`src/efd_pkg.sv`:
```
// efd_pkg: shared types and constants for the escaped frame decoder
// no dependencies; imported by efd_deframer and the top level
`default_nettype none

package efd_pkg;

    // result kinds
    localparam logic [2:0] EV_BODY   = 3'd0;
    localparam logic [2:0] EV_OK     = 3'd1;
    localparam logic [2:0] EV_CRC    = 3'd2;
    localparam logic [2:0] EV_TRUNC  = 3'd3;
    localparam logic [2:0] EV_BADLEN = 3'd4;

    // configuration register indexes
    localparam logic [2:0] REG_MAGIC   = 3'd0;
    localparam logic [2:0] REG_ESCAPE  = 3'd1;
    localparam logic [2:0] REG_XORMASK = 3'd2;
    localparam logic [2:0] REG_POLY    = 3'd3;
    localparam logic [2:0] REG_START   = 3'd4;
    localparam logic [2:0] REG_MAXLEN  = 3'd5;

    localparam logic [15:0] CRC_MSB     = 16'h8000;
    localparam logic [15:0] MIN_BODY    = 16'd2;
    localparam int          BYTE_BITS   = 8;

    // configuration seen by the deframer
    typedef struct packed {
        logic [7:0]  magic_byte;
        logic [7:0]  escape_byte;
        logic [7:0]  escape_xor_mask;
        logic [15:0] crc_polynomial;
        logic [15:0] crc_start_value;
        logic [15:0] max_body_length;
    } efd_cfg_t;

    // msb-first crc16 update over one byte
    function automatic logic [15:0] crc_byte(input logic [15:0] crc,
                                             input logic [7:0]  b,
                                             input logic [15:0] poly);
        logic [15:0] c;
        c = crc ^ {b, 8'h00};
        for (int k = 0; k < BYTE_BITS; k++) begin
            if ((c & CRC_MSB) != 16'h0000)
            begin
                c = {c[14:0], 1'b0} ^ poly;
            end
            else
            begin
                c = {c[14:0], 1'b0};
            end
        end
        return c;
    endfunction

endpackage

`default_nettype wire

```
`src/efd_deframer.sv`:
```
// efd_deframer: per-byte frame state machine, crc and counters, with result register
// depends on efd_pkg (config struct, result kinds, crc_byte)
`default_nettype none

module efd_deframer
    import efd_pkg::*;
#(
    parameter int COUNTER_BITS = 32
)
(
    input  wire logic        clk,
    input  wire logic        rst_n,
    input  wire efd_cfg_t    cfg,
    input  wire logic        in_valid,
    output logic             in_ready,
    input  wire logic [7:0]  rx_byte,
    output logic             out_valid,
    input  wire logic        out_ready,
    output logic [2:0]       event_kind,
    output logic [7:0]       data_byte,
    output logic [15:0]      byte_index,
    output logic [31:0]      good_frames,
    output logic [31:0]      crc_error_frames,
    output logic [31:0]      truncated_frames,
    output logic [31:0]      skipped_bytes
);

    typedef enum logic [2:0] {
        PH_HUNT   = 3'd0,
        PH_LEN_HI = 3'd1,
        PH_LEN_LO = 3'd2,
        PH_BODY   = 3'd3,
        PH_CRC_HI = 3'd4,
        PH_CRC_LO = 3'd5
    } phase_t;

    phase_t                    phase_reg, phase_next;
    logic                      esc_reg, esc_next;
    logic [15:0]               flen_reg, flen_next;
    logic [15:0]               bcount_reg, bcount_next;
    logic [7:0]                crc_hi_reg, crc_hi_next;
    logic [15:0]               crc_reg, crc_next;
    logic [COUNTER_BITS-1:0]   ok_reg, ok_next;
    logic [COUNTER_BITS-1:0]   cerr_reg, cerr_next;
    logic [COUNTER_BITS-1:0]   trunc_reg, trunc_next;
    logic [COUNTER_BITS-1:0]   skip_reg, skip_next;

    logic                      emit;
    logic [2:0]                kind;
    logic [7:0]                dbyte;
    logic [15:0]               idx;

    logic                      valid_reg;
    logic [2:0]                kind_reg;
    logic [7:0]                data_reg;
    logic [15:0]               idx_reg;

    logic                      accept;
    logic [7:0]                b;
    logic [15:0]               len;
    logic [15:0]               bcount_inc;

    // result register frees as soon as its transaction is taken
    assign in_ready = !valid_reg || out_ready;
    assign accept   = in_valid && in_ready;

    assign b          = esc_reg ? (rx_byte ^ cfg.escape_xor_mask) : rx_byte;
    assign len        = {flen_reg[15:8], b};
    assign bcount_inc = bcount_reg + 16'd1;

    // next state for one received byte
    always_comb
    begin
        phase_next  = phase_reg;
        esc_next    = esc_reg;
        flen_next   = flen_reg;
        bcount_next = bcount_reg;
        crc_hi_next = crc_hi_reg;
        crc_next    = crc_reg;
        ok_next     = ok_reg;
        cerr_next   = cerr_reg;
        trunc_next  = trunc_reg;
        skip_next   = skip_reg;
        emit        = 1'b0;
        kind        = EV_BODY;
        dbyte       = 8'h00;
        idx         = 16'h0000;

        if (rx_byte == cfg.magic_byte)
        begin
            // magic always opens a new frame
            if (phase_reg != PH_HUNT)
            begin
                trunc_next = trunc_reg + COUNTER_BITS'(1);
                skip_next  = skip_reg + COUNTER_BITS'(bcount_reg);
                emit       = 1'b1;
                kind       = EV_TRUNC;
                idx        = bcount_reg;
            end
            phase_next  = PH_LEN_HI;
            esc_next    = 1'b0;
            flen_next   = 16'h0000;
            bcount_next = 16'h0000;
            crc_next    = crc_byte(cfg.crc_start_value, rx_byte, cfg.crc_polynomial);
        end
        else if (phase_reg == PH_HUNT)
        begin
            skip_next = skip_reg + COUNTER_BITS'(1);
        end
        else if (!esc_reg && rx_byte == cfg.escape_byte)
        begin
            esc_next = 1'b1;
        end
        else
        begin
            esc_next = 1'b0;
            case (phase_reg)
                PH_LEN_HI:
                begin
                    flen_next  = {b, 8'h00};
                    crc_next   = crc_byte(crc_reg, b, cfg.crc_polynomial);
                    phase_next = PH_LEN_LO;
                end
                PH_LEN_LO:
                begin
                    crc_next    = crc_byte(crc_reg, b, cfg.crc_polynomial);
                    bcount_next = 16'h0000;
                    if (len < MIN_BODY || len > cfg.max_body_length)
                    begin
                        trunc_next = trunc_reg + COUNTER_BITS'(1);
                        phase_next = PH_HUNT;
                        flen_next  = 16'h0000;
                        emit       = 1'b1;
                        kind       = EV_BADLEN;
                        idx        = len;
                    end
                    else
                    begin
                        flen_next  = len;
                        phase_next = PH_BODY;
                    end
                end
                PH_BODY:
                begin
                    crc_next    = crc_byte(crc_reg, b, cfg.crc_polynomial);
                    bcount_next = bcount_inc;
                    if (bcount_inc >= flen_reg)
                    begin
                        phase_next = PH_CRC_HI;
                    end
                    emit  = 1'b1;
                    kind  = EV_BODY;
                    dbyte = b;
                    idx   = bcount_reg;
                end
                PH_CRC_HI:
                begin
                    crc_hi_next = b;
                    phase_next  = PH_CRC_LO;
                end
                PH_CRC_LO:
                begin
                    if ({crc_hi_reg, b} == crc_reg)
                    begin
                        ok_next = ok_reg + COUNTER_BITS'(1);
                        kind    = EV_OK;
                    end
                    else
                    begin
                        cerr_next = cerr_reg + COUNTER_BITS'(1);
                        kind      = EV_CRC;
                    end
                    emit        = 1'b1;
                    idx         = flen_reg;
                    phase_next  = PH_HUNT;
                    flen_next   = 16'h0000;
                    bcount_next = 16'h0000;
                end
                default:
                begin
                    phase_next  = PH_HUNT;
                    flen_next   = 16'h0000;
                    bcount_next = 16'h0000;
                end
            endcase
        end
    end

    // frame state, counters and result register
    always_ff @(posedge clk or negedge rst_n)
    begin
        if (!rst_n)
        begin
            phase_reg        <= PH_HUNT;
            esc_reg          <= 1'b0;
            flen_reg         <= 16'h0000;
            bcount_reg       <= 16'h0000;
            crc_hi_reg       <= 8'h00;
            crc_reg          <= 16'hD77F;
            ok_reg           <= '0;
            cerr_reg         <= '0;
            trunc_reg        <= '0;
            skip_reg         <= '0;
            valid_reg        <= 1'b0;
            kind_reg         <= EV_BODY;
            data_reg         <= 8'h00;
            idx_reg          <= 16'h0000;
            good_frames      <= 32'h0;
            crc_error_frames <= 32'h0;
            truncated_frames <= 32'h0;
            skipped_bytes    <= 32'h0;
        end
        else
        begin
            if (accept)
            begin
                phase_reg  <= phase_next;
                esc_reg    <= esc_next;
                flen_reg   <= flen_next;
                bcount_reg <= bcount_next;
                crc_hi_reg <= crc_hi_next;
                crc_reg    <= crc_next;
                ok_reg     <= ok_next;
                cerr_reg   <= cerr_next;
                trunc_reg  <= trunc_next;
                skip_reg   <= skip_next;
            end
            // result valid
            if (in_ready)
            begin
                valid_reg <= accept && emit;
            end
            // result payload, counters are sampled after this byte's update
            if (accept && emit)
            begin
                kind_reg         <= kind;
                data_reg         <= dbyte;
                idx_reg          <= idx;
                good_frames      <= 32'(ok_next);
                crc_error_frames <= 32'(cerr_next);
                truncated_frames <= 32'(trunc_next);
                skipped_bytes    <= 32'(skip_next);
            end
        end
    end

    assign out_valid  = valid_reg;
    assign event_kind = kind_reg;
    assign data_byte  = data_reg;
    assign byte_index = idx_reg;

endmodule

`default_nettype wire

```
`src/escaped_frame_decoder_crc16_top.sv`:
```
// escaped_frame_decoder_crc16_top: apb configuration registers around the deframer
// depends on efd_pkg and efd_deframer
//
//  channel   handshake                  payload
//  -------   -------------------------  --------------------------------------------
//  input     in_valid / in_ready        rx_byte
//  output    out_valid / out_ready      event_kind, data_byte, byte_index, counters
//  config    psel, penable, pwrite, ..  paddr, pwdata, prdata (32 bit, 4*i)
//
// one byte per cycle while no result stalls: each byte steps the frame state and crc in the cycle it is
// accepted, and any result appears in the result register the next cycle.
// the crc byte update (eight shift-xor steps) sets the cycle path.
// reset clears the frame state and counters and loads the default registers.
// a stalled result holds only the input side; in_ready stays high while out_ready is.
`default_nettype none

module escaped_frame_decoder_crc16_top
    import efd_pkg::*;
#(
    parameter int COUNTER_BITS = 32
)
(
    input  wire logic        clk,
    input  wire logic        rst_n,
    input  wire logic        psel,
    input  wire logic        penable,
    input  wire logic        pwrite,
    input  wire logic [4:0]  paddr,
    input  wire logic [31:0] pwdata,
    output logic [31:0]      prdata,
    output logic             pready,
    input  wire logic        in_valid,
    output logic             in_ready,
    input  wire logic [7:0]  rx_byte,
    output logic             out_valid,
    input  wire logic        out_ready,
    output logic [2:0]       event_kind,
    output logic [7:0]       data_byte,
    output logic [15:0]      byte_index,
    output logic [31:0]      good_frames,
    output logic [31:0]      crc_error_frames,
    output logic [31:0]      truncated_frames,
    output logic [31:0]      skipped_bytes
);

    efd_cfg_t    cfg_reg;
    logic [2:0]  reg_idx;
    logic        wr_en;

    assign pready  = 1'b1;
    assign reg_idx = paddr[4:2];
    assign wr_en   = psel && penable && pwrite;

    // configuration register writes
    always_ff @(posedge clk or negedge rst_n)
    begin
        if (!rst_n)
        begin
            cfg_reg.magic_byte      <= 8'd253;
            cfg_reg.escape_byte     <= 8'd252;
            cfg_reg.escape_xor_mask <= 8'd128;
            cfg_reg.crc_polynomial  <= 16'h8005;
            cfg_reg.crc_start_value <= 16'hD77F;
            cfg_reg.max_body_length <= 16'd514;
        end
        else if (wr_en)
        begin
            case (reg_idx)
                REG_MAGIC:   cfg_reg.magic_byte      <= pwdata[7:0];
                REG_ESCAPE:  cfg_reg.escape_byte     <= pwdata[7:0];
                REG_XORMASK: cfg_reg.escape_xor_mask <= pwdata[7:0];
                REG_POLY:    cfg_reg.crc_polynomial  <= pwdata[15:0];
                REG_START:   cfg_reg.crc_start_value <= pwdata[15:0];
                REG_MAXLEN:  cfg_reg.max_body_length <= pwdata[15:0];
                default:     ;
            endcase
        end
    end

    // register readback
    always_comb
    begin
        case (reg_idx)
            REG_MAGIC:   prdata = {24'h0, cfg_reg.magic_byte};
            REG_ESCAPE:  prdata = {24'h0, cfg_reg.escape_byte};
            REG_XORMASK: prdata = {24'h0, cfg_reg.escape_xor_mask};
            REG_POLY:    prdata = {16'h0, cfg_reg.crc_polynomial};
            REG_START:   prdata = {16'h0, cfg_reg.crc_start_value};
            REG_MAXLEN:  prdata = {16'h0, cfg_reg.max_body_length};
            default:     prdata = 32'h0;
        endcase
    end

    // byte-level deframer
    efd_deframer #(
        .COUNTER_BITS (COUNTER_BITS)
    ) u_deframer (
        .clk              (clk),
        .rst_n            (rst_n),
        .cfg              (cfg_reg),
        .in_valid         (in_valid),
        .in_ready         (in_ready),
        .rx_byte          (rx_byte),
        .out_valid        (out_valid),
        .out_ready        (out_ready),
        .event_kind       (event_kind),
        .data_byte        (data_byte),
        .byte_index       (byte_index),
        .good_frames      (good_frames),
        .crc_error_frames (crc_error_frames),
        .truncated_frames (truncated_frames),
        .skipped_bytes    (skipped_bytes)
    );

endmodule

`default_nettype wire

```
`config.mk`:
```
export PLATFORM = sky130hd
export DESIGN_NAME = escaped_frame_decoder_crc16_top
export DESIGN_NICKNAME = d
export VERILOG_FILES = /design/src/efd_pkg.sv /design/src/efd_deframer.sv /design/src/escaped_frame_decoder_crc16_top.sv
export SDC_FILE = /design/constraint.sdc
export NUM_CORES = 1
export LEC_CHECK = 0
export ABC_CLOCK_PERIOD_IN_PS = 12980
export BUFFER_PORTS_ARGS = -buffer_cell sky130_fd_sc_hd__buf_2
export CAP_MARGIN = 20
export CELL_PAD_IN_SITES_DETAIL_PLACEMENT = 1
export CELL_PAD_IN_SITES_GLOBAL_PLACEMENT = 2
export CORE_AREA = 2 2 219 307
export CTS_CLUSTER_SIZE = 14
export DETAILED_ROUTE_END_ITERATION = 10
export DIE_AREA = 0 0 221 309
export GPL_TIMING_DRIVEN = 0
export PLACE_DENSITY = 0.87
export RECOVER_POWER = 25
export SLEW_MARGIN = 0
export SYNTH_ARGS = -nofsm -noshare
export SYNTH_HDL_FRONTEND = slang
export SYNTH_SLANG_ARGS = --single-unit
export TNS_END_PERCENT = 100
```
`constraint.sdc`:
```
create_clock -name clk -period 12.98 [get_ports clk]
set_input_delay 0.649 -clock clk [delete_from_list [all_inputs] [get_ports clk]]
set_output_delay 0.649 -clock clk [all_outputs]
set_load 0.02 [all_outputs]
```
==> impl_metrics.csv <==
group,metric,value,unit
run_status,violations,"capacitance limit, slew limit",
sta,skew,0.0334,ns
routing,vias,22396,
critical_path,startpoint,"u_deframer.esc_reg",
placement,pre_cts_ws,5.11,ns
floorplan,start_util,0.397,
placement,io_buffer_count,199,
critical_path,cp.buffers_inverters,6,
clock_network,cts_tree,"built",
floorplan,die_h,309,µm
sta,final.setup.tns,0,ns
global_route,grt_start_max_net_pins,115,
cells_and_area,multiInputGateArea,0.0144,mm²
global_route,track_usage,0.268,
floorplan,ios,242,
critical_path,critPathKind,"flop to flop",
yosys,netlist_area,0.0259,mm²
power_and_ir_drop,p_leak,13.1,nW
yosys,ys_seq_elements,416,
clock_network,cts_setup_buffers,0,
sta,period_needed,7.79,ns
cells_and_area,fin_area,0.0298,mm²
critical_path,worstPathArrival,8.30,ns
critical_path,cp-start-kind,"flop",
yosys,syn_area_per_cell,8.82,µm²
worst_hold_path,hold_path_class,"input pin to flop",
cells_and_area,nNetsFinal,3314,
critical_path,crit_family,"buffers and inverters",
global_route,grt_pass1_vias,23958,
sta,maxSlewViolCount,77,
clock_network,path_clk_slew,0.07,ns
yosys,synth_edf_count,0,
yosys,synth.most_common_cell,"nand2_1",
job,drv_cap,1,
clock_network,cts_root_buf,"clkbuf_16",
routing,drc,0,
clock_network,htreeDepth,2,
sta,setup_violations,0,
critical_path,ff2ff_setup_slack,5.19,ns
placement,gp_congestion,0.903,
yosys,synthTopCellsByCount,"nand2_1, dfrtp_1, xnor2_1",
floorplan,die_area,0.0683,mm²
yosys,ys.flop_type,"dfrtp_1",
cells_and_area,diodes,0,
cells_and_area,area_delta_synth_final,14.7,%
yosys,synthArstFlopShare,1.00,
yosys,synth.area.top_cells,"dfrtp_1, xnor2_1, nand2_1",
clock_network,clkSinkCount,416,
power_and_ir_drop,ir_drop,328,µV
clock_network,ctsHoldBuffers,0,
global_route,antenna_found_initial,2,
floorplan,coreArea,0.0654,mm²
yosys,ys_seq_area_frac,0.403,
global_route,globalRouteOverflowTotal,0,
critical_path,path_cells,"buf_2 > clkbuf_1 > nand2_1 > xor2_1 > inv_1 > ha_1 > nand3_1 > a31oi_1 > o31a_1 > o21a_1 > o21ai_0 > nand2b_1 > a211oi_1 > o21ai_0 > nand3_1 > a21oi_1 > o21ai_1 > clkbuf_1 > clkbuf_1 > clkbuf_1 > nand2_1 > o31ai_1",
critical_path,cp.required,13.49,ns
yosys,synth_top_area_share,0.358,
sta,tightest_slew,4.63,ns
critical_path,critPathCaptureType,"flop",
routing,totalWireLength,92.1,mm
routing,wl_per_cell,22.5,µm
critical_path,rr_worst_depth,22,
yosys,yosysTopAreaCell,"dfrtp_1",
routing,via_per_inst,5.47,
cells_and_area,n_fill_cell,7761,
critical_path,rr_startpoint,"u_deframer.esc_reg",
floorplan,rows,111,
critical_path,crit_top_cell,"clkbuf_1",
cells_and_area,seqCellArea,0.0105,mm²
sta,max_freq,0.128,GHz
placement,dpl_cell_area,0.0282,mm²
placement,hpwl,71.6,mm
global_route,grt_pass1_wl,142,mm
clock_network,cts_repair_resize_count,0,
run_status,status,"finished with violations",
yosys,synthCells,2940,
critical_path,crit_cells,22,
clock_network,cts_buffers,45,
clock_network,clk_latency,0.62,ns
critical_path,slowest_delay,0.79,ns
cells_and_area,largest_reg_flops,72,
sta,max_slew_margin,-2.09,
sta,fin_crit_sh,0.600,
critical_path,rr_endpoint,"u_deframer.data_byte[4]",
critical_path,worstPathMaxFanout,10,
clock_network,cts.path.max_buffers,3,
critical_path,cp_slowest_cell,"xor2_1",
floorplan,die-width,221,µm
yosys,yosys.cell_types.count,85,
critical_path,crit_end,"u_deframer.data_byte[4]",
yosys,ys_warn_count,0,
cells_and_area,drive_above_1_share,0.141,
sta,setup_ws,5.19,ns
power_and_ir_drop,power.density,299,mW/mm²
sta,rsz0062_at_grt,"false",
routing,firstDrtPassIters,6,
routing,drtIter0Drc,1087,
sta,final-hold-violation-count,0,
routing,drtAntennaViolNets,0,
## tightest hold or removal path: stages
cell and delay [ns]:
buf_2 0.11, nand2_1 0.05, o21ai_0 0.06
## logic make-up after synthesis
group / after synthesis / share of synthesized area
and+or+nand+nor: 1072 / 0.180
xor gates and xnor gates: 513 / 0.185
AOI/OAI and AO/OA: 506 / 0.118
DFF: 416 / 0.403
buffers and inverters: 281 / 0.0448
muxes: 97 / 0.0426
adders and majority gates: 53 / 0.0259
other: 2 / 0.000289
## cell usage in the layout, fill, tap and decap left out, types with 56 or more instances in the layout
cell,instances
dfrtp_1,371
nand3_1,108
xor2_1,157
inv_1,82
a21oi_1,70
o21ai_0,258
nor2_1,177
clkbuf_1,148
mux2_2,56
nand2_1,576
xnor2_1,331
buf_2,209
## area by class of cell
cell class,count,share of cell area
Clock buffer,59,0.0433
Clock inverter,23,0.00929
Tap cell,847,0.0356
Timing Repair Buffer,207,0.0377
Inverter,84,0.0106
Buffer,197,0.0284
Multi-Input combinational cell,2258,0.483
Sequential cell,416,0.352
## how the worst min path moves through the flow
stage                                 from                        endpoint  depth (start not counted)  slack (ns)
5_1_grt                         pwdata[15]                     cfg_reg[15]                          3        0.30
3_5_place_dp   u_deframer.skipped_bytes[0]     u_deframer.skipped_bytes[0]                          2        0.45
3_3_place_gp   u_deframer.skipped_bytes[0]     u_deframer.skipped_bytes[0]                          2        0.46
6_report                        pwdata[15]                     cfg_reg[15]                          3        0.29
4_1_cts                              rst_n  u_deframer.crc_error_frames[9]                          1        0.03
2_1_floorplan                        rst_n                      cfg_reg[0]                          0        0.35
## report_power, final
group	internal (mW)	switching (mW)	leakage, nW	total, mW
clock	0.786	0.589	0.781	1.38
combinational	2.33	3.51	6.88	5.84
sequential	1.50	0.183	5.47	1.68
total	4.61	4.29	13.1	8.90
## through the flow
step	hold WS [ns]	util	cells	total power [mW]
6_report	0.288	0.455	4091	8.90
5_1_grt	0.297	0.455	4091	9.48
4_1_cts	0.0251	0.455	4089	8.90
3_5_place_dp	0.455	0.431	4007	7.49
3_3_place_gp	0.458	0.429	4001	7.35
2_1_floorplan	0.353	-	2955	6.04
## per-layer routing
layer | track usage | part of all wire | vias to the layer above
met1 | 0.294 | 0.38 | 11305
met3 | 0.0292 | 0.032 | 202
met5 | 0 | 0 | -
li1 | - | - | 10404
met2 | 0.507 | 0.53 | 485
met4 | 0.137 | 0.054 | 0
No activity file was read; power rests on OpenSTA's default activity.
